--- config.mk ---
export PLATFORM = sky130hd
export DESIGN_NAME = bds_front
export DESIGN_NICKNAME = d
export VERILOG_FILES = /design/src/sv/bds_pkg.sv /design/src/sv/bds_front.sv
export SDC_FILE = /design/constraint.sdc
export NUM_CORES = 1
export LEC_CHECK = 0
export BUFFER_PORTS_ARGS = -buffer_cell sky130_fd_sc_hd__buf_2
export CAP_MARGIN = 30
export CORE_ASPECT_RATIO = 1.1
export CORE_MARGIN = 10
export CORE_UTILIZATION = 35
export DETAILED_ROUTE_END_ITERATION = 6
export HOLD_SLACK_MARGIN = 0.08
export SLEW_MARGIN = 15
export SYNTH_ARGS = -nofsm -noshare
export SYNTH_HDL_FRONTEND = slang
export SYNTH_SLANG_ARGS = --single-unit
--- constraint.sdc ---
create_clock -name clk -period 3.3 [get_ports clk]
set_input_delay 0.165 -clock clk [delete_from_list [all_inputs] [get_ports clk]]
set_output_delay 0.165 -clock clk [all_outputs]
set_load 0.05 [all_outputs]
--- src/sv/bds_pkg.sv ---
// Shared types and constants of the 2x2 box downsampler.
`timescale 1ns / 1ps
package bds_pkg;

	localparam int BDS_MAX_WIDTH = 2048;

	localparam int CHAN_W     = 8;
	localparam int PAIR_W     = CHAN_W + 1;
	localparam int ENTRY_W    = 3 * PAIR_W;
	localparam int PIXEL_W    = 3 * CHAN_W;
	localparam int QUAD_W     = CHAN_W + 2;
	localparam int TOTAL_W    = QUAD_W + 2;

	localparam int SRC_W      = 12;
	localparam int CFG_IDX_W  = 4;
	localparam int CFG_DATA_W = SRC_W;

	localparam logic [CFG_IDX_W-1:0] CFG_IDX_SOURCE_WIDTH = CFG_IDX_W'(0);
	localparam logic [CFG_IDX_W-1:0] CFG_IDX_GRAY_MODE    = CFG_IDX_W'(1);

	localparam logic [SRC_W-1:0] SOURCE_WIDTH_RESET = SRC_W'(640);
	localparam int               MIN_WIDTH          = 2;

	// floor(s / 12) == (s * 2731) >> 15 for every s below 8192
	localparam int                 GRAY_RECIP_W = 12;
	localparam logic [GRAY_RECIP_W-1:0] GRAY_RECIP = GRAY_RECIP_W'(2731);
	localparam int                 GRAY_SHIFT   = 15;

	typedef struct packed {
		logic [PAIR_W-1:0] sum_c;
		logic [PAIR_W-1:0] sum_b;
		logic [PAIR_W-1:0] sum_a;
		logic              row_end;
		logic              gray;
	} bds_s1_t;

endpackage

--- src/sv/bds_front.sv ---
// Input side: configuration, column/row tracking, pair sums and line buffer access.
`timescale 1ns / 1ps
module bds_front import bds_pkg::*; #(
	parameter int MAX_WIDTH = BDS_MAX_WIDTH,
	localparam int XW    = $clog2(MAX_WIDTH),
	localparam int DEPTH = MAX_WIDTH / 2,
	localparam int AW    = (DEPTH > 1) ? $clog2(DEPTH) : 1,
	localparam int WW    = $clog2(MAX_WIDTH + 1),
	localparam int CW    = (WW > SRC_W) ? WW : SRC_W
) (
	input  logic                  clk,
	input  logic                  arst_n,
	input  logic                  cfg_valid,
	output logic                  cfg_ready,
	input  logic [CFG_IDX_W-1:0]  cfg_index,
	input  logic [CFG_DATA_W-1:0] cfg_data,
	input  logic                  s_tvalid,
	output logic                  s_tready,
	input  logic [PIXEL_W-1:0]    s_tdata,
	input  logic                  s_tuser,
	input  logic                  adv1,
	output logic                  s1_valid,
	output bds_s1_t               s1_data,
	output logic                  ram_we,
	output logic                  ram_re,
	output logic [AW-1:0]         ram_addr,
	output logic [ENTRY_W-1:0]    ram_wdata
);

	logic [SRC_W-1:0]   width_q;
	logic               gray_q;
	logic [XW-1:0]      col_q;
	logic               odd_q;
	logic [PIXEL_W-1:0] hold_q;
	logic               valid_s1;
	bds_s1_t            data_s1;

	logic [CW-1:0]      sw_ext;
	logic [CW-1:0]      w_c;
	logic [CW-1:0]      pairs_c;
	logic [XW-1:0]      x_c;
	logic               odd_c;
	logic [XW-2:0]      pair_c;
	logic               in_range;
	logic               wrap;
	logic               acc;
	logic               pair_col;
	logic [PAIR_W-1:0]  sa, sb, sc;

	assign cfg_ready = 1'b1;

	always_comb begin
		sw_ext = CW'(width_q);
		if (sw_ext < CW'(MIN_WIDTH)) begin
			w_c = CW'(MIN_WIDTH);
		end else if (sw_ext > CW'(MAX_WIDTH)) begin
			w_c = CW'(MAX_WIDTH);
		end else begin
			w_c = sw_ext;
		end
		pairs_c = w_c >> 1;
	end

	assign x_c      = s_tuser ? '0 : col_q;
	assign odd_c    = s_tuser ? 1'b0 : odd_q;
	assign pair_c   = x_c[XW-1:1];
	assign in_range = (CW'(pair_c) < pairs_c) && (CW'(pair_c) < CW'(DEPTH));
	assign wrap     = (CW'(x_c) + CW'(1)) >= w_c;
	assign pair_col = x_c[0] && in_range;

	assign sa = PAIR_W'(s_tdata[CHAN_W-1:0]) + PAIR_W'(hold_q[CHAN_W-1:0]);
	assign sb = PAIR_W'(s_tdata[2*CHAN_W-1:CHAN_W]) + PAIR_W'(hold_q[2*CHAN_W-1:CHAN_W]);
	assign sc = PAIR_W'(s_tdata[3*CHAN_W-1:2*CHAN_W]) + PAIR_W'(hold_q[3*CHAN_W-1:2*CHAN_W]);

	assign s_tready  = !valid_s1 || adv1;
	assign acc       = s_tvalid && s_tready;
	assign ram_we    = acc && pair_col && !odd_c;
	assign ram_re    = acc && pair_col && odd_c;
	assign ram_addr  = AW'(pair_c);
	assign ram_wdata = {sc, sb, sa};

	always_ff @(posedge clk or negedge arst_n) begin
		if (!arst_n) begin
			width_q  <= SOURCE_WIDTH_RESET;
			gray_q   <= 1'b0;
			col_q    <= '0;
			odd_q    <= 1'b0;
			hold_q   <= '0;
			valid_s1 <= 1'b0;
		end else begin
			if (cfg_valid && cfg_ready) begin
				unique case (cfg_index)
					CFG_IDX_SOURCE_WIDTH: width_q <= cfg_data[SRC_W-1:0];
					CFG_IDX_GRAY_MODE:    gray_q  <= cfg_data[0];
					default: ;
				endcase
			end
			if (acc) begin
				if (!x_c[0]) begin
					hold_q <= s_tdata;
				end
				col_q <= wrap ? '0 : x_c + XW'(1);
				odd_q <= odd_c ^ wrap;
			end
			if (s_tready) begin
				valid_s1 <= ram_re;
			end
		end
	end

	always_ff @(posedge clk) begin
		if (ram_re) begin
			data_s1.sum_a   <= sa;
			data_s1.sum_b   <= sb;
			data_s1.sum_c   <= sc;
			data_s1.row_end <= (CW'(pair_c) + CW'(1)) == pairs_c;
			data_s1.gray    <= gray_q;
		end
	end

	assign s1_valid = valid_s1;
	assign s1_data  = data_s1;

endmodule

==> summary.txt, run 1 <==
Logic synthesis
  – Seq/Total Area, Yosys: between 40% and 50%
  – Netlist Area Pre-Place: 4880 um2
  – Ys Warns: 0
  – Ys async rst share: around 63%
  – Synthesized flop and latch total: 79
  – Synth Area per Inst: 10.9 um2
  – EDFF count, synth: 29
  – Post-synth top flop: dfrtp_1
  – Syn Inst Count: 449
  – Yosys cell types: 55
  – Syn_nets: 546

Cells and area
  – Share of layout cells above drive strength 1: between 30% and 40%
  – Final-stage net count: 706
  – Commonest cells after routing, fill and taps aside: buf_2 (114), dfrtp_1 (48), ha_1 (47)
  – Filler cells: 1,309
  – Commonest non-fill, non-tap cell in the layout: buf_2
  – Area growth, synth to finish: 31.4%
  – Antenna Diode Count: 0
  – FF/Latch Area: roughly 2100 um2
  – Area of the multi-input gates: 2640 um2
  – Design area: 6420 um2

Status
  – Status: finished clean

Timing
  – Final hold viol count: 0
  – Max frequency: ~0.32 GHz
  – Setup TNS: 0 ns
  – RSZ-0062 raised after global routing: false
  – Fin crit share: 94.0%
  – Clock period minus worst slack: roughly 3.1 ns
  – Slew at the pin closest to its max-slew limit: 0.772 ns
  – Final setup fails: 0
  – Final Max Slew Viols: 0
  – Clk_skew: 0.00599 ns
  – Relative slew slack: 48.6%

Power and ir drop
  – Peak supply drop: 0.245 mV
  – Lkg Pwr: 2.98 nW
  – Cell area power density: 711 nW/um2

Setup path
  – Worst path cell trace: nor2b_4, ha_4, and3_1, and3_4, nand4_1, xor2_1, nor2_1, ha_1, a21o_1, a21o_1, a21oi_2, nand4_1, buf_4, o31ai_1
  – CP arrival: roughly 3.3 ns
  – Crit path largest cell delay: around 0.38 ns
  – Req. time, crit path: about 3.5 ns
  – Crit path capture type: flip-flop
  – Crit Path Class: flip-flop to flip-flop
  – Worst path slowest cell: dfrtp_1
  – CP Launch Type: flip-flop
  – Buf/Inv on CP: 1
  – Max FO, Critical Path: 5
  – Top delay family on crit path: simple AND/OR/NAND/NOR gates

Die
  – FP Rows: 45
  – Initial Util: 35.6%
  – Core Box Area: 13,700 um2
  – I/O pin total: 117
  – Die width: 133 um
  – Die Area: between 15,000 and 20,000 um2
  – Die Y-Extent: 144 um

Global routing
  – Met1 Use GR: 15.3%
  – Largest net degree at the start of global routing: 35
  – GRT met2 Usage: 22.3%
  – Most Used Layer, Global Route: met2
  – Total GRT Usage: between 10% and 20%
  – Initial antenna violation count: 0
  – Grt total ovfl: 0
  – Vias in the first global route: between 4k and 5k
  – Global-route wire length before repair: 20,400 um
  – Grt met3 use: 4.89%

Clock network
  – CTS tree: yes
  – CTS Buf Count: 9
  – Clk buf depth: 2
  – CTS H-Tree Depth: 3
  – Clk Latency, worst-skew pair: 0.34 ns
  – Reg clk slew, reported paths: 0.06 ns
  – CTS Sinks: 79
  – Clock root cell: clkbuf_16

Detailed routing
  – Drt pass-1 iters: 5
  – Number of DRC markers in iteration 0: 190
  – DR WL/cell: 15.6 um
  – DR vias/cell: 4.87
  – Via count: slightly below 4k
  – Final WL: 12,500 um
  – Drt drc: 0
  – Antenna-violating nets left: 0

Placement
  – IO Port Bufs: 115
  – Area after DPL: 5800 um2
  – Routability cong.: 0.863
  – DP HPWL: approximately 10000 um

Flow run
  – Max Cap Viol: 0

Worst hold path
  – Hold Path Class: primary input to flip-flop
cells in the mapped netlist, types with 3 or more instances:
library cell	instances	area share, %
a21o_1	11	1.7
a21oi_1	18	1.8
and3_1	5	0.64
buf_2	4	0.41
buf_4	3	0.46
clkbuf_1	3	0.23
dfrtp_1	48	25
edfxtp_1	29	18
fa_1	3	1.2
ha_1	48	12
inv_1	26	2.0
mux2_2	33	7.6
nand2_1	43	3.3
nand2b_1	11	1.4
nand3_1	7	0.72
nand4_1	7	0.90
nor2_1	22	1.7
nor2b_1	13	1.7
nor3_1	6	0.61
o21a_1	7	1.1
o21ai_0	24	2.5
o31ai_1	3	0.46
xnor2_1	24	4.3
xor2_1	11	2.0
report_power, final:
group,internal [mW],switching [mW],leakage (nW)
logic,0.671,1.46,1.94
clock network,0.687,0.417,0.163
registers,1.24,0.0938,0.876
timing repair:
item / CTS / global route
gates resized for setup: 0 / 2
setup buffers: 0 / 3
hold buffers: 26 / 0
endpoints found under the setup margin: 0 / 9
hold endpoints to repair: 57 / 0
registers in the layout, summed over array words and instances (netlist names):
register	cells
sw_ext	12
s1_valid	1
odd_q	1
hold_q	24
s1_data	29
gray_q	1
col_q	11
through the flow:
step / hold WS (ns) / utilization, % / cells / total power, mW / setup slack (ns)
after global routing: 0.0843 / 46.7 / 802 / 4.82 / 0.0204
final: 0.0859 / 46.7 / 802 / 4.56 / 0.199
after CTS: 0.0802 / 46.5 / 799 / 4.61 / 0.0231
after detailed placement: 0.293 / 42.2 / 757 / 3.46 / 0.0936
after global placement: 0.286 / 42.2 / 757 / 3.43 / 0.250
after floorplan: -0.131 / - / 449 / 2.94 / 0.0198
kinds of logic (layout without fill, tap and decap cells):
group                      Yosys count  count (layout)  synth area share (%)
muxes                               37              37                  8.56
adders and majority gates           51              51                  13.5
buffers and inverters               38             203                  3.41
AOI/OAI and AO/OA                   76              76                  10.1
other                                1               1                0.0768
and+or+nand+nor                    131             131                  14.1
xor gates and xnor gates            36              36                  6.74
DFF                                 79              79                  43.5
layer usage:
| layer | vias up | wire length [um] |
|---|---|---|
| li1 | 1924 | - |
| met1 | 1842 | 5530 |
| met2 | 126 | 5890 |
| met3 | 14 | 924 |
| met4 | 0 | 172 |
| met5 | - | 0 |
worst paths after layout:
kind                       slack, ns          to  cells after the start         from
max                             0.20    col_q[5]                     14     col_q[1]
min reg2reg                     0.45  s1_data[0]                      0       gray_q
min                             0.09  hold_q[16]                      2  s_tdata[16]
min in group asynchronous       0.43  sw_ext[11]                      2       arst_n
max in group asynchronous       2.13    col_q[1]                      3       arst_n
max reg2reg                     0.20    col_q[5]                     14     col_q[1]
final cells by class:
cell class	count	area share (%)
Tap cell	188	3.67
Clock inverter	6	1.42
Sequential cell	79	33.1
Clock buffer	10	3.72
Timing Repair Buffer	161	15.4
Multi-Input combinational cell	332	41.1
Inverter	26	1.52
Power figures use the tool's default switching activity.
==> run 2: changes to the inputs <==
--- a/constraint.sdc
+++ b/constraint.sdc
@@ -3,2 +3,2 @@
 set_output_delay 0.165 -clock clk [all_outputs]
-set_load 0.05 [all_outputs]
+set_load 0.02 [all_outputs]
==> summary.txt, run 2 (synthesis gave the netlist of run 1 again) <==
Clock network
  – Clock root cell: clkbuf_16
  – CTS tree: yes
  – Reg clk slew, reported paths: 0.06 ns (about the same)
  – CTS Buf Count: 9 (unchanged)
  – Clk buf depth: 2 (unchanged)
  – CTS Sinks: 79 (unchanged)
  – CTS H-Tree Depth: 3 (unchanged)
  – Clk Latency, worst-skew pair: 0.34 ns (about the same)
  – # Post-CTS Setup Buffers: 0 (unchanged)

Setup path
  – Reg2Reg Depth: 13 (-1)
  – Worst path cell trace: inv_1, nand2_1, ha_1, a21o_1, a21oi_1, o211ai_1, or2_2, nor2_4, buf_12, buf_2
  – Worst R2R End: col_q[7]
  – Reg2reg setup slack: 0.18 ns (-0.02 ns)
  – Worst setup path endpoint: ram_re
  – Req. time, crit path: 3.13 ns (-0.41 ns)
  – Crit Path Class: flip-flop to primary output
  – RR Startpoint: col_q[1]
  – Worst path slowest cell: dfrtp_1
  – Crit path capture type: primary output
  – CP arrival: 2.97 ns (-0.37 ns)
  – Top delay family on crit path: buffers and inverters
  – Buf/Inv on CP: 3 (+2)
  – Crit path depth: 10 (-4)
  – CP Launch Type: flip-flop
  – Crit path from: sw_ext[11]
  – Max FO, Critical Path: 30 (+25)
  – Crit path largest cell delay: 0.47 ns (+0.09 ns)

Global routing
  – Grt total ovfl: 0 (unchanged)
  – Vias in the first global route: 4,085 (+0.89%)
  – Total GRT Usage: 12.8% (-0.48 points)
  – Global-route wire length before repair: 19,800 um (-2.9%)
  – Largest net degree at the start of global routing: 34 (-2.9%)
  – Initial antenna violation count: 0 (unchanged)

Power and ir drop
  – Design Power: 4.08 mW (-11%)
  – Peak supply drop: 0.260 mV (+6.2%)
  – Lkg Pwr: 2.94 nW (-1.4%)
  – Cell area power density: 641 nW/um2 (-9.9%)

Cells and area
  – Finished Core Util: 46.4% (-0.35 points)
  – FF/Latch Area: 2120 um2 (unchanged)
  – Antenna Diode Count: 0 (unchanged)
  – Commonest non-fill, non-tap cell in the layout: buf_2
  – Max reg flops: 29 (unchanged)
  – Filler cells: 1,316 (+0.53%)
  – Share of layout cells above drive strength 1: 32.0% (-1.4 points)
  – Commonest cells after routing, fill and taps aside: buf_2 (115), dfrtp_1 (48), ha_1 (47)
  – Area growth, synth to finish: 30.4%
  – Final-stage net count: 698 (-1.1%)
  – Area of the multi-input gates: 2630 um2 (-0.24%)

Timing
  – Final hold viol count: 0 (unchanged)
  – Final Max Slew Viols: 0 (unchanged)
  – Final setup fails: 0 (unchanged)
  – Fin crit share: 95.0% (+0.98 points)
  – Clk_skew: 0.00454 ns (-0.00145 ns)
  – Max frequency: 0.319 GHz (-1.0%)
  – Relative slew slack: 47.7% (-0.89 points)
  – Slew at the pin closest to its max-slew limit: 0.785 ns (+0.0133 ns)
  – RSZ-0062 raised after global routing: false
  – Clock period minus worst slack: 3.13 ns (+0.0324 ns)
  – Setup TNS: 0 ns (unchanged)

Die
  – Die Y-Extent: 144 um (unchanged)
  – Die Area: 19,100 um2 (unchanged)
  – Die width: 133 um (unchanged)
  – FP Rows: 45 (unchanged)
  – Initial Util: 35.6% (unchanged)
  – I/O pin total: 117 (unchanged)
  – Core Box Area: 13,700 um2 (unchanged)

Detailed routing
  – DR vias/cell: 4.91 (+0.88%)
  – Antenna-violating nets left: 0 (unchanged)
  – Number of DRC markers in iteration 0: 230 (+21%)
  – DR WL/cell: 15.2 um (-2.5%)
  – Final WL: 12,100 um (-3.5%)
  – Drt drc: 0 (unchanged)
  – Via count: 3,901 (-0.13%)
  – Drt pass-1 iters: 4 (-1)

Placement
  – Routability cong.: 0.855 (-0.95%)
  – DP HPWL: 9690 um (-1.3%)
  – IO Port Bufs: 115 (unchanged)

Worst hold path
  – Worst Hold Depth: 2 (unchanged)
  – Hold Path Class: primary input to flip-flop

Status
  – Status: finished clean

Flow run
  – Max Cap Viol: 0 (unchanged)
==> run 2: what timing repair did <==
| item | 4_1_cts | 5_1_grt |
|---|---|---|
| hold buffers | 26 | 0 |
| endpoints found under the setup margin | 0 | 12 |
| hold endpoints to repair | 56 | 0 |
| gates resized for setup | 0 | 4 |
==> run 2: how the worst min path moves through the flow <==
| stage | startpoint | end | slack [ns] |
|---|---|---|---|
| after floorplan | arst_n | col_q[0] | -0.13 |
| after global placement | arst_n | sw_ext[10] | 0.30 |
| after detailed placement | arst_n | sw_ext[10] | 0.30 |
| after CTS | s_tdata[15] | hold_q[15] | 0.08 |
| after global routing | s_tdata[4] | hold_q[4] | 0.09 |
| final | s_tdata[4] | hold_q[4] | 0.09 |
==> run 2: through the flow <==
| stage | hold slack [ns] | cell area, um2 | setup WS, ns | std cells |
|---|---|---|---|---|
| after floorplan | -0.131 | 4900 | 0.0307 | 449 |
| after global placement | 0.299 | 5750 | 0.195 | 752 |
| after detailed placement | 0.303 | 5750 | 0.0994 | 752 |
| after CTS | 0.0815 | 6350 | 0.0787 | 794 |
| after global routing | 0.0878 | 6370 | 0.00513 | 794 |
| final | 0.0916 | 6370 | 0.167 | 794 |
==> run 2: report_power, final <==
group | internal (mW) | switching (mW) | leakage (nW)
combinational | 0.654 | 0.941 | 1.90
clock | 0.741 | 0.399 | 0.160
sequential | 1.24 | 0.108 | 0.876
==> run 2: per-layer routing <==
layer / global-route usage, % / share of wire (%)
met5: 0 / 0
met2: 21.9 / 48
met1: 14.6 / 44
met4: 5.21 / 1.5
met3: 3.88 / 6.5
==> run 2: area by class of cell <==
class                   instances  share of cell area [%]
clock inverters                 5                    1.67
inverters                      26                    1.53
well taps                     188                    3.69
repair buffers                153                    14.7
flip-flops and latches         79                    33.4
clock buffers                  11                    3.65
multi-input cells             332                    41.4
