<file path="src/sv/bds_pkg.sv">
// Shared types and constants of the 2x2 box downsampler.
`timescale 1ns / 1ps
package bds_pkg;

	localparam int BDS_MAX_WIDTH = 2048;

	localparam int CHAN_W     = 8;
	localparam int PAIR_W     = CHAN_W + 1;
	localparam int ENTRY_W    = 3 * PAIR_W;
	localparam int PIXEL_W    = 3 * CHAN_W;
	localparam int QUAD_W     = CHAN_W + 2;
	localparam int TOTAL_W    = QUAD_W + 2;

	localparam int SRC_W      = 12;
	localparam int CFG_IDX_W  = 4;
	localparam int CFG_DATA_W = SRC_W;

	localparam logic [CFG_IDX_W-1:0] CFG_IDX_SOURCE_WIDTH = CFG_IDX_W'(0);
	localparam logic [CFG_IDX_W-1:0] CFG_IDX_GRAY_MODE    = CFG_IDX_W'(1);

	localparam logic [SRC_W-1:0] SOURCE_WIDTH_RESET = SRC_W'(640);
	localparam int               MIN_WIDTH          = 2;

	// floor(s / 12) == (s * 2731) >> 15 for every s below 8192
	localparam int                 GRAY_RECIP_W = 12;
	localparam logic [GRAY_RECIP_W-1:0] GRAY_RECIP = GRAY_RECIP_W'(2731);
	localparam int                 GRAY_SHIFT   = 15;

	typedef struct packed {
		logic [PAIR_W-1:0] sum_c;
		logic [PAIR_W-1:0] sum_b;
		logic [PAIR_W-1:0] sum_a;
		logic              row_end;
		logic              gray;
	} bds_s1_t;

endpackage

</file>
<file path="src/sv/bds_back.sv">
// Output side: block totals, gray divide by twelve and output register.
`timescale 1ns / 1ps
module bds_back import bds_pkg::*; (
	input  logic               clk,
	input  logic               arst_n,
	input  logic               s1_valid,
	input  bds_s1_t            s1_data,
	input  logic [ENTRY_W-1:0] rdata,
	output logic               adv1,
	output logic               m_tvalid,
	input  logic               m_tready,
	output logic [PIXEL_W-1:0] m_tdata,
	output logic               m_tlast
);

	logic               valid_s2;
	logic [QUAD_W-1:0]  ta_s2, tb_s2, tc_s2;
	logic [TOTAL_W-1:0] total_s2;
	logic               gray_s2;
	logic               last_s2;

	logic               out_valid_q;
	logic [PIXEL_W-1:0] out_data_q;
	logic               out_last_q;

	logic               adv2;
	logic [QUAD_W-1:0]  ta, tb, tc;
	logic [TOTAL_W+GRAY_RECIP_W-1:0] prod;
	logic [CHAN_W-1:0]  gray_val;

	assign adv2 = !out_valid_q || m_tready;
	assign adv1 = !valid_s2 || adv2;

	assign ta = QUAD_W'(s1_data.sum_a) + QUAD_W'(rdata[PAIR_W-1:0]);
	assign tb = QUAD_W'(s1_data.sum_b) + QUAD_W'(rdata[2*PAIR_W-1:PAIR_W]);
	assign tc = QUAD_W'(s1_data.sum_c) + QUAD_W'(rdata[3*PAIR_W-1:2*PAIR_W]);

	assign prod     = (TOTAL_W+GRAY_RECIP_W)'(total_s2) * (TOTAL_W+GRAY_RECIP_W)'(GRAY_RECIP);
	assign gray_val = prod[GRAY_SHIFT+CHAN_W-1:GRAY_SHIFT];

	always_ff @(posedge clk or negedge arst_n) begin
		if (!arst_n) begin
			valid_s2    <= 1'b0;
			out_valid_q <= 1'b0;
		end else begin
			if (adv1) begin
				valid_s2 <= s1_valid;
			end
			if (adv2) begin
				out_valid_q <= valid_s2;
			end
		end
	end

	always_ff @(posedge clk) begin
		if (adv1 && s1_valid) begin
			ta_s2    <= ta;
			tb_s2    <= tb;
			tc_s2    <= tc;
			total_s2 <= TOTAL_W'(ta) + TOTAL_W'(tb) + TOTAL_W'(tc);
			gray_s2  <= s1_data.gray;
			last_s2  <= s1_data.row_end;
		end
		if (adv2 && valid_s2) begin
			if (gray_s2) begin
				out_data_q <= {gray_val, gray_val, gray_val};
			end else begin
				out_data_q <= {tc_s2[QUAD_W-1:2], tb_s2[QUAD_W-1:2], ta_s2[QUAD_W-1:2]};
			end
			out_last_q <= last_s2;
		end
	end

	assign m_tvalid = out_valid_q;
	assign m_tdata  = out_data_q;
	assign m_tlast  = out_last_q;

endmodule

</file>
<file path="config.mk">
export PLATFORM = sky130hd
export DESIGN_NAME = bds_back
export DESIGN_NICKNAME = d
export VERILOG_FILES = /design/src/sv/bds_pkg.sv /design/src/sv/bds_back.sv
export SDC_FILE = /design/constraint.sdc
export NUM_CORES = 1
export LEC_CHECK = 0
export CORE_ASPECT_RATIO = 0.7
export CORE_MARGIN = 2
export CORE_UTILIZATION = 30
export DETAILED_ROUTE_END_ITERATION = 10
export DONT_BUFFER_PORTS = 1
export GPL_TIMING_DRIVEN = 0
export PLACE_DENSITY = 0.5
export RECOVER_POWER = 50
export SYNTH_ARGS = -nofsm -noshare
export SYNTH_HDL_FRONTEND = slang
export SYNTH_SLANG_ARGS = --single-unit
</file>
<file path="constraint.sdc">
create_clock -name clk -period 13.56 [get_ports clk]
set_clock_uncertainty 0.1 [all_clocks]
set_input_delay 0.678 -clock clk [delete_from_list [all_inputs] [get_ports clk]]
set_output_delay 0.678 -clock clk [all_outputs]
set_load 0.05 [all_outputs]
</file>
==> summary.txt, run 1 <==
Synth
  • Synth Register Bits: 65
  • Avg Cell Area, Syn: ~11 um^2
  • Post-Syn Instances: between 600 and 700
  • Share of the yosys chip area belonging to registers: approximately 30%
  • Synth top area share: around 29%
  • XOR/XNOR Fraction of Synth Area: approximately 5.7%
  • Unique masters post-synth: 51
  • Largest family of logic cells by synthesized area: adder cells
  • Cell taking the most area after synthesis: edfxtp_1
  • Synth async-reset ratio: ~3%
  • Yosys warning total: 0
  • Post-synth EDFFs: 63
  • Post-Synth Simple-Gate Area: under 10%
  • Fraction of the mapped netlist area in adder cells: 37.73%
  • Largest cells by area after synthesis: edfxtp_1, ha_1, fa_1, inv_1, xnor2_1
  • Syn nets: 834
  • Multiplexer share of the synthesized area: 1.860%
  • Area of the mapped netlist: approximately 0.0066 mm^2
  • Most used DFF post-synth: edfxtp_1
  • Compound-Gate Fraction of Synth Area: about a tenth

Critical path
  • Worst endpoint data arrival time: 5310 ps
  • Critical-path cell list: ha_1 > fa_1 > inv_1 > fa_1 > inv_1 > fa_1 > inv_1 > fa_1 > inv_1 > ha_1 > nand3_1 > nor2_1 > nand4_1 > and2_1 > a211oi_1 > o21ai_0
  • CP bufs+invs: 4
  • Critical path's top delay family: adder cells
  • CP startpoint kind: flop
  • Crit Path Max Fanout: 5
  • CP max stage delay: between 500 and 600 ps
  • CP required: 13,490 ps
  • Slowest-stage cell, CP: fa_1
  • Crit Path Category: reg2reg
  • Crit. End Element: flop

Clocking
  • CTS sink count: 65
  • Clock Latency Late Sink: roughly 330 ps
  • Clk buf depth: 2
  • Htree depth: 3
  • Num CTS Buffers: 9
  • Root Driver: clkbuf_16
  • CTS tree: done
  • Clock slew at reported path FFs: around 60 ps

Cells and area
  • Ratio of cells with drive above 1 in the final layout: 6.090%
  • Storage cell area: slightly below 0.002 mm^2
  • Final core utilization: 33.77%
  • Synth-to-layout area growth: 10.74%
  • Multi-input logic area: about 0.0042 mm^2
  • Layout fillers: approximately 2,200
  • Final instance area: approximately 0.0073 mm^2
  • Antenna cells: 0
  • Final nets: ~850

Outcome
  • Violated checks: max-capacitance violations, max-slew violations
  • Run status: finished, violations left

Die
  • Initial Utilization: a little under a third
  • Die Span Y: 128.0 um
  • # IOs: 87
  • Rows: 45
  • Chip Width: between 150 and 200 um
  • Die Area: about 0.023 mm^2
  • Core area: between 0.02 and 0.025 mm^2

STA
  • Slew @ Worst Pin: about 1900 ps
  • Final max-slew violation count: 26
  • Fmax: 185.8 MHz
  • Final Cycle Share: 39.68%
  • Final min period: approximately 5400 ps
  • Headroom to the max-slew limit: -25.74%
  • Setup TNS: 0 ps
  • Final hold vios: 0
  • Setup violators final: 0
  • RSZ-0062 raised after global routing: false
  • Hold Slack: ~320 ps

Worst hold path
  • Worst hold path type: reg2reg

Flow run
  • Max Cap Viol: 1

Placement
  • Input/output buffers: 0
  • Routability cong.: 0.8358
  • HPWL after DPL: about 12,000 um
  • Post-DP Area: around 0.0069 mm^2

Global route
  • GRT Util Overall: roughly an eighth
  • Vias in the first global route: 4,503
  • Number of antenna violations at the first check in global routing: 0
  • Largest net degree at the start of global routing: 39
  • Overflow after GRT: 0
  • First-pass GRT wire length: roughly 24,000 um

Route
  • Vias per Instance: around 4.7
  • Starting DRT DRC Count: 226
  • Post-DRT Antenna Nets: 0
  • WL final: around 14,000 um
  • # DRC: 0
  • Via count: ~4,200
  • WL/cell: ~16 um
  • First-pass DRT Iterations: 4
[path summary, 6_finish.rpt]
check                       startpoint  slack (ps)  cells after the start          end
setup / recovery           total_s2[1]        8180                     16  m_tdata[21]
hold / removal                 last_s2         320                      0      m_tlast
setup reg to reg           total_s2[1]        8180                     16  m_tdata[21]
hold reg to reg                last_s2         320                      0      m_tlast
max in group asynchronous       arst_n       12760                      1     m_tvalid
min in group asynchronous       arst_n         480                      1     valid_s2
[synthesized netlist by cell type (3+ instances only)]
library cell / count
nand2b_1: 15
nor2b_1: 8
nand2_1: 15
fa_1: 53
clkbuf_1: 4
nand3_1: 11
edfxtp_1: 63
ha_1: 114
a21boi_0: 4
and2_1: 4
a21oi_1: 25
xor2_1: 12
o21ai_0: 25
nor2_1: 34
mux2_2: 10
nor3_1: 14
o21a_1: 6
or3_1: 4
and3_1: 3
inv_1: 104
a21o_1: 9
o211ai_1: 4
nand4_1: 3
xnor2_1: 28
[metal layers]
layer	global-route usage (%)	wire length [um]	vias to the layer above
met2	18.84	5795	98
met5	0	0	-
li1	-	-	2120
met1	19.51	7466	2009
met3	3.835	1005	11
met4	2.296	115	0
[through the flow]
stage	setup WS, ps	instances
after detailed placement	8198	889
after global placement	8226	889
after global routing	7910	906
final	8179	906
after floorplan	8839	607
after CTS	8175	906
[registers in the layout, summed over array words and instances (netlist names)]
signal / count
ta_s2: 8
total_s2: 12
valid_s2: 1
m_tvalid: 1
m_tlast: 1
m_tdata: 24
tc_s2: 8
tb_s2: 8
last_s2: 1
gray_s2: 1
[layout make-up]
cell class	count	area share (%)
Multi-Input combinational cell	432	57.89
Sequential cell	65	26.60
Inverter	104	5.347
Tap cell	282	4.833
Clock buffer	9	3.085
Clock inverter	7	1.628
Buffer	6	0.4799
Timing Repair Buffer	1	0.1371
[kinds of logic (layout without fill, tap and decap cells)]
kind of cell,Yosys count,count (layout)
adders and majority gates,167,167
and+or+nand+nor,118,118
buffers and inverters,110,127
AOI/OAI and AO/OA,95,95
DFF,65,65
xor gates and xnor gates,41,41
muxes,11,11
[placed cells by master (no fill, tap or decap), types with 3 or more instances in the layout]
| cell type | netlist | routed |
|---|---|---|
| a21boi_0 | 4 | 5 |
| a21o_1 | 9 | 9 |
| a21oi_1 | 25 | 25 |
| and3_1 | 3 | 3 |
| bufinv_16 | 0 | 3 |
| clkbuf_1 | 4 | 4 |
| clkbuf_16 | 0 | 9 |
| edfxtp_1 | 63 | 63 |
| fa_1 | 53 | 53 |
| ha_1 | 114 | 114 |
| inv_1 | 104 | 104 |
| mux2_2 | 10 | 10 |
| nand2_1 | 15 | 15 |
| nand2b_1 | 15 | 15 |
| nand3_1 | 11 | 11 |
| nand4_1 | 3 | 3 |
| nor2_1 | 34 | 34 |
| nor2b_1 | 8 | 8 |
| nor3_1 | 14 | 14 |
| o211ai_1 | 4 | 4 |
| o21a_1 | 6 | 6 |
| o21ai_0 | 25 | 25 |
| or3_1 | 4 | 4 |
| xnor2_1 | 28 | 28 |
| xor2_1 | 12 | 12 |
[what timing repair did]
item                                   in CTS  in global routing
setup buffers                               0                  0
endpoints found under the hold margin       2                  0
resized for setup                           0                  0
hold buffers                                1                  0
setup endpoints to repair                   0                  0
Power of run 1 is left out: the tool's default activity adds up to more than one toggle a clock period on the data nets, which glitch-free logic cannot reach.
==> run 2, diff against run 1 <==
Settings changed: PLACE_DENSITY 0.5 to 0.51.
Clock period 13.56 ns to 4.35 ns, I/O delays scaled along.
==> summary.txt, run 2 (same netlist as run 1, synthesis figures left out) <==
Cells and area
  • Final instance area: 0.007801 mm^2
  • Ratio of cells with drive above 1 in the final layout: 15.30%
  • Synth-to-layout area growth: 18.33%
  • Max reg flops: 24
  • Most frequent cells in the layout: inv_1, ha_1, edfxtp_1, fa_1, nor2_1
  • Antenna cells: 0
  • Final nets: roughly 870
  • Commonest non-fill, non-tap cell in the layout: inv_1

Critical path
  • CP bufs+invs: 2
  • Crit path launch: total_s2[4]
  • CP Depth: 14
  • Slowest-stage cell, CP: fa_1
  • Crit Path Max Fanout: 5
  • FF-to-FF Start: total_s2[4]
  • Critical path's top delay family: adder cells
  • Critical path capture point: m_tdata[19]
  • CP startpoint kind: flop
  • FF-to-FF setup slack: -400 ps
  • CP dominant cell by count: fa_1
  • CP required: approximately 4300 ps
  • Reg2Reg Depth: 14
  • Worst R2R End: m_tdata[19]
  • Crit Path Category: reg2reg
  • Critical-path cell list: ha_4 > fa_1 > fa_1 > fa_1 > inv_1 > fa_1 > inv_2 > ha_4 > a211oi_4 > o21ai_1 > a32oi_1 > and2_4 > xnor2_4 > mux2_4
  • Worst endpoint data arrival time: 4730 ps
  • CP max stage delay: 540 ps
  • Crit. End Element: flop

Clocking
  • Root Driver: clkbuf_16
  • CTS tree: done
  • CTS sink count: 65
  • Clock Latency Late Sink: ~330 ps
  • Clock slew at reported path FFs: around 60 ps
  • Clk buf depth: 2
  • Num CTS Buffers: 9
  • Htree depth: 3

STA
  • Final Cycle Share: 109.3%
  • Final hold vios: 0
  • Final max-slew violation count: 26
  • Setup TNS: -7602 ps
  • Setup violators final: 24
  • Final min period: 4753 ps
  • Hold Slack: between 30 and 40 ps
  • Min setup slack post-route: -403.4 ps
  • Headroom to the max-slew limit: -17.02%
  • Fmax: roughly 210 MHz
  • RSZ-0062 raised after global routing: true
  • Slew @ Worst Pin: about 1800 ps

Global route
  • First-pass GRT wire length: between 20,000 and 25,000 um
  • Overflow after GRT: 0
  • Number of antenna violations at the first check in global routing: 0
  • Largest net degree at the start of global routing: 39
  • Vias in the first global route: 4,704
  • GRT Util Overall: a little over an eighth

Route
  • Wl on met1: roughly 7400 um
  • Post-DRT Antenna Nets: 0
  • Starting DRT DRC Count: 260
  • # DRC: 0
  • Met2 WL: 6479 um
  • Vias per Instance: roughly 4.8
  • DR WL met3: 1335 um
  • Top Metal Used: met4
  • WL/cell: roughly 16 um
  • WL final: 15,300 um
  • Via count: roughly 4,500
  • First-pass DRT Iterations: 5

Placement
  • Routability cong.: roughly 0.83
  • HPWL after DPL: ~12,000 um
  • Post-DP Area: roughly 0.007 mm^2
  • Input/output buffers: 0

Die
  • Die Span Y: 128.0 um
  • Chip Width: about 180 um
  • Rows: between 40 and 50
  • Core area: between 0.02 and 0.025 mm^2
  • Initial Utilization: 30.49%
  • Die Area: ~0.023 mm^2
  • # IOs: 87

Outcome
  • Violated checks: max-capacitance violations, max-slew violations, negative setup slack
  • Run status: finished, violations left

Worst hold path
  • Worst hold path type: in2async

Flow run
  • Max Cap Viol: 1
-- run 2: cell count changes in the layout (fill, tap and decap cells not counted), moves of 4 or more --
cell,delta
mux2_4,+5
mux2_2,-5
o21ai_1,+4
o21ai_0,-6
nor3_1,-4
ha_1,-16
buf_4,+19
ha_4,+15
dlygate4sd3_1,+4
-- run 2: cell type report --
class | count | area, um^2
clock inverters | 5 | 56.30
flip-flops and latches | 65 | 1942
fillers | 2159 | 13820
clock buffers | 11 | 232.7
multi-input cells | 432 | 4592
repair buffers | 25 | 203.9
inverters | 104 | 390.4
well taps | 282 | 352.8
plain buffers | 5 | 31.28
-- run 2: timing repair --
| item | CTS | global route |
|---|---|---|
| endpoints found under the hold margin | 6 | 0 |
| setup endpoints to repair | 24 | 24 |
| resized for setup | 37 | 15 |
| pin swaps | 29 | 5 |
| setup buffers | 18 | 2 |
| hold buffers | 5 | 0 |
-- run 2: metrics by stage --
step / std cells / worst slack (ps) / util [%]
after floorplan: 607 / -26.97 / -
after global placement: 889 / -539.3 / 32.49
after detailed placement: 889 / -575.4 / 32.49
after CTS: 927 / -333.6 / 35.68
after global routing: 929 / -531.7 / 36.08
final: 929 / -403.4 / 36.08
-- run 2: routing by layer --
metal  GRT usage, %  vias up
li1               -     2153
met1          19.53     2157
met2          20.89      135
met3          3.977       12
met4          2.104        0
met5              0        -
-- run 2: worst min path at each step --
| stage | slack (ps) | startpoint | cells past startpoint | endpoint |
|---|---|---|---|---|
| after detailed placement | -180 | arst_n | 0 | m_tvalid |
| after CTS | 20 | arst_n | 1 | m_tvalid |
| after floorplan | -180 | arst_n | 0 | m_tvalid |
| after global routing | 40 | arst_n | 1 | valid_s2 |
| after global placement | -180 | arst_n | 0 | m_tvalid |
| final | 30 | arst_n | 1 | valid_s2 |
-- run 2: worst reg2reg max path, delay by kind of cell, from the launching register on --
family / cells / cell delay [ps]
muxes: 1 / 280
buffers and inverters: 2 / 120
AOI/OAI and AO/OA: 3 / 580
and+or+nand+nor: 1 / 240
adders and majority gates: 6 / 2560
xor gates and xnor gates: 1 / 100
DFF: 1 / 530
Power of run 2 is left out for the same reason.
==> run 3, diff against run 2 <==
Settings changed: CORE_UTILIZATION 30 to 39, GPL_TIMING_DRIVEN 0 to not set, PLACE_DENSITY 0.51 to 0.61.
==> summary.txt, run 3 (same netlist as run 1, synthesis figures left out) <==
Outcome
  • Run status: finished, violations left
  • Violated checks: max-capacitance violations, max-slew violations, negative setup slack

Cells and area
  • Ratio of cells with drive above 1 in the final layout: a little under a fifth
  • Final nets: around 900
  • Storage cell area: slightly below 0.002 mm^2
  • Multi-input logic area: between 0.004 and 0.005 mm^2
  • Max reg flops: 24
  • Antenna cells: 0
  • Synth-to-layout area growth: 20.14%
  • Most frequent cells in the layout: inv_1, ha_1, edfxtp_1, fa_1, buf_4
  • Layout fillers: 1,508

Route
  • First-pass DRT Iterations: 4
  • Via count: 4,583
  • Post-DRT Antenna Nets: 0
  • WL/cell: ~17 um
  • Starting DRT DRC Count: 345
  • WL final: roughly 15,000 um
  • Vias per Instance: between 5 and 6
  • # DRC: 0

Critical path
  • Crit path launch: total_s2[3]
  • CP startpoint kind: flop
  • FF-to-FF setup slack: -300 ps
  • Crit Path Category: reg2reg
  • FF-to-FF Start: total_s2[3]
  • CP required: around 4300 ps
  • Worst endpoint data arrival time: 4620 ps
  • Crit. End Element: flop
  • Crit Path Max Fanout: 4

STA
  • Final Cycle Share: 106.9%
  • Final min period: about 4600 ps
  • Min setup slack post-route: -298.7 ps
  • Setup TNS: -5462 ps
  • Fmax: around 220 MHz
  • Setup violators final: 24
  • Final hold vios: 0
  • RSZ-0062 raised after global routing: true
  • Slew @ Worst Pin: between 1500 and 2000 ps
  • Headroom to the max-slew limit: -18.35%
  • Final max-slew violation count: 26

Die
  • Core area: between 0.015 and 0.02 mm^2
  • Chip Width: around 160 um
  • # IOs: 87
  • Die Span Y: 112.8 um
  • Die Area: between 0.015 and 0.02 mm^2
  • Initial Utilization: roughly two fifths
  • Rows: 39

Global route
  • First-pass GRT wire length: ~25,000 um
  • GRT Util Overall: between 10% and 20%
  • Number of antenna violations at the first check in global routing: 0
  • Vias in the first global route: between 4,000 and 5,000
  • Overflow after GRT: 0
  • Largest net degree at the start of global routing: 38

Placement
  • Input/output buffers: 0
  • Post-Place Worst Slack: -424.3 ps
  • Routability cong.: 0.9209
  • HPWL after DPL: between 10,000 and 15,000 um

Flow run
  • Max Cap Viol: 1

Clocking
  • Clk buf depth: 2
  • CTS sink count: between 60 and 70
  • Htree depth: 3
  • Root Driver: clkbuf_16
  • Clock slew at reported path FFs: ~60 ps
  • Clock Latency Late Sink: about 330 ps
  • Num CTS Buffers: 9
  • CTS tree: done

Worst hold path
  • Worst hold path type: in2async
[run 3: layer usage]
layer  GRT usage (%)  part of all wire [%]  up-vias
li1                -                     -     2215
met3           4.326                   6.6        9
met4           3.394                  0.69        0
met2           28.41                    44      135
met1           24.85                    49     2224
met5               0                     0        -
[run 3: repair_timing]
action | 4_1_cts | 5_1_grt
pin swaps | 19 | 8
hold buffers | 5 | 0
setup endpoints to repair | 24 | 24
hold endpoints to repair | 6 | 0
buffers inserted | 13 | 3
gates cloned | 0 | 0
gates resized for setup | 39 | 16
[run 3: area by class of cell]
class	count	share of cell area, %
well taps	225	3.555
multi-input cells	432	57.52
clock buffers	9	2.844
inverters	104	4.929
repair buffers	56	5.656
clock inverters	7	0.9795
flip-flops and latches	65	24.52
[run 3: worst max-delay path, stage by stage (launching register included)]
cell and delay [ps]:
edfxtp_1 500, ha_4 270, fa_1 510, inv_2 50, fa_1 470, inv_1 50, fa_1 500, inv_2 40
fa_1 480, inv_2 50, ha_4 230, and3_4 160, a32o_2 240, a211oi_2 290, xnor2_2 160, mux2_4 290
[run 3: stage by stage]
stage | hold WS [ps] | std cells | cell area [um^2] | utilization (%)
detailed placement | -178.0 | 861 | 7181 | 43.67
finish | 13.40 | 898 | 7920 | 48.16
global route | 7.763 | 898 | 7920 | 48.16
global placement | -178.0 | 861 | 7181 | 43.67
CTS | 3.221 | 895 | 7849 | 47.73
floorplan | -178.1 | 607 | 6671 | -
[run 3: path summary, 6_finish.rpt]
path                               to  cells past startpoint
min                          valid_s2                      1
max                        m_tdata[1]                     15
min reg2reg                   m_tlast                      0
max reg2reg                m_tdata[1]                     15
min in group clk              gray_s2                      1
max in group asynchronous    m_tvalid                      1
Power of run 3 is left out for the same reason.
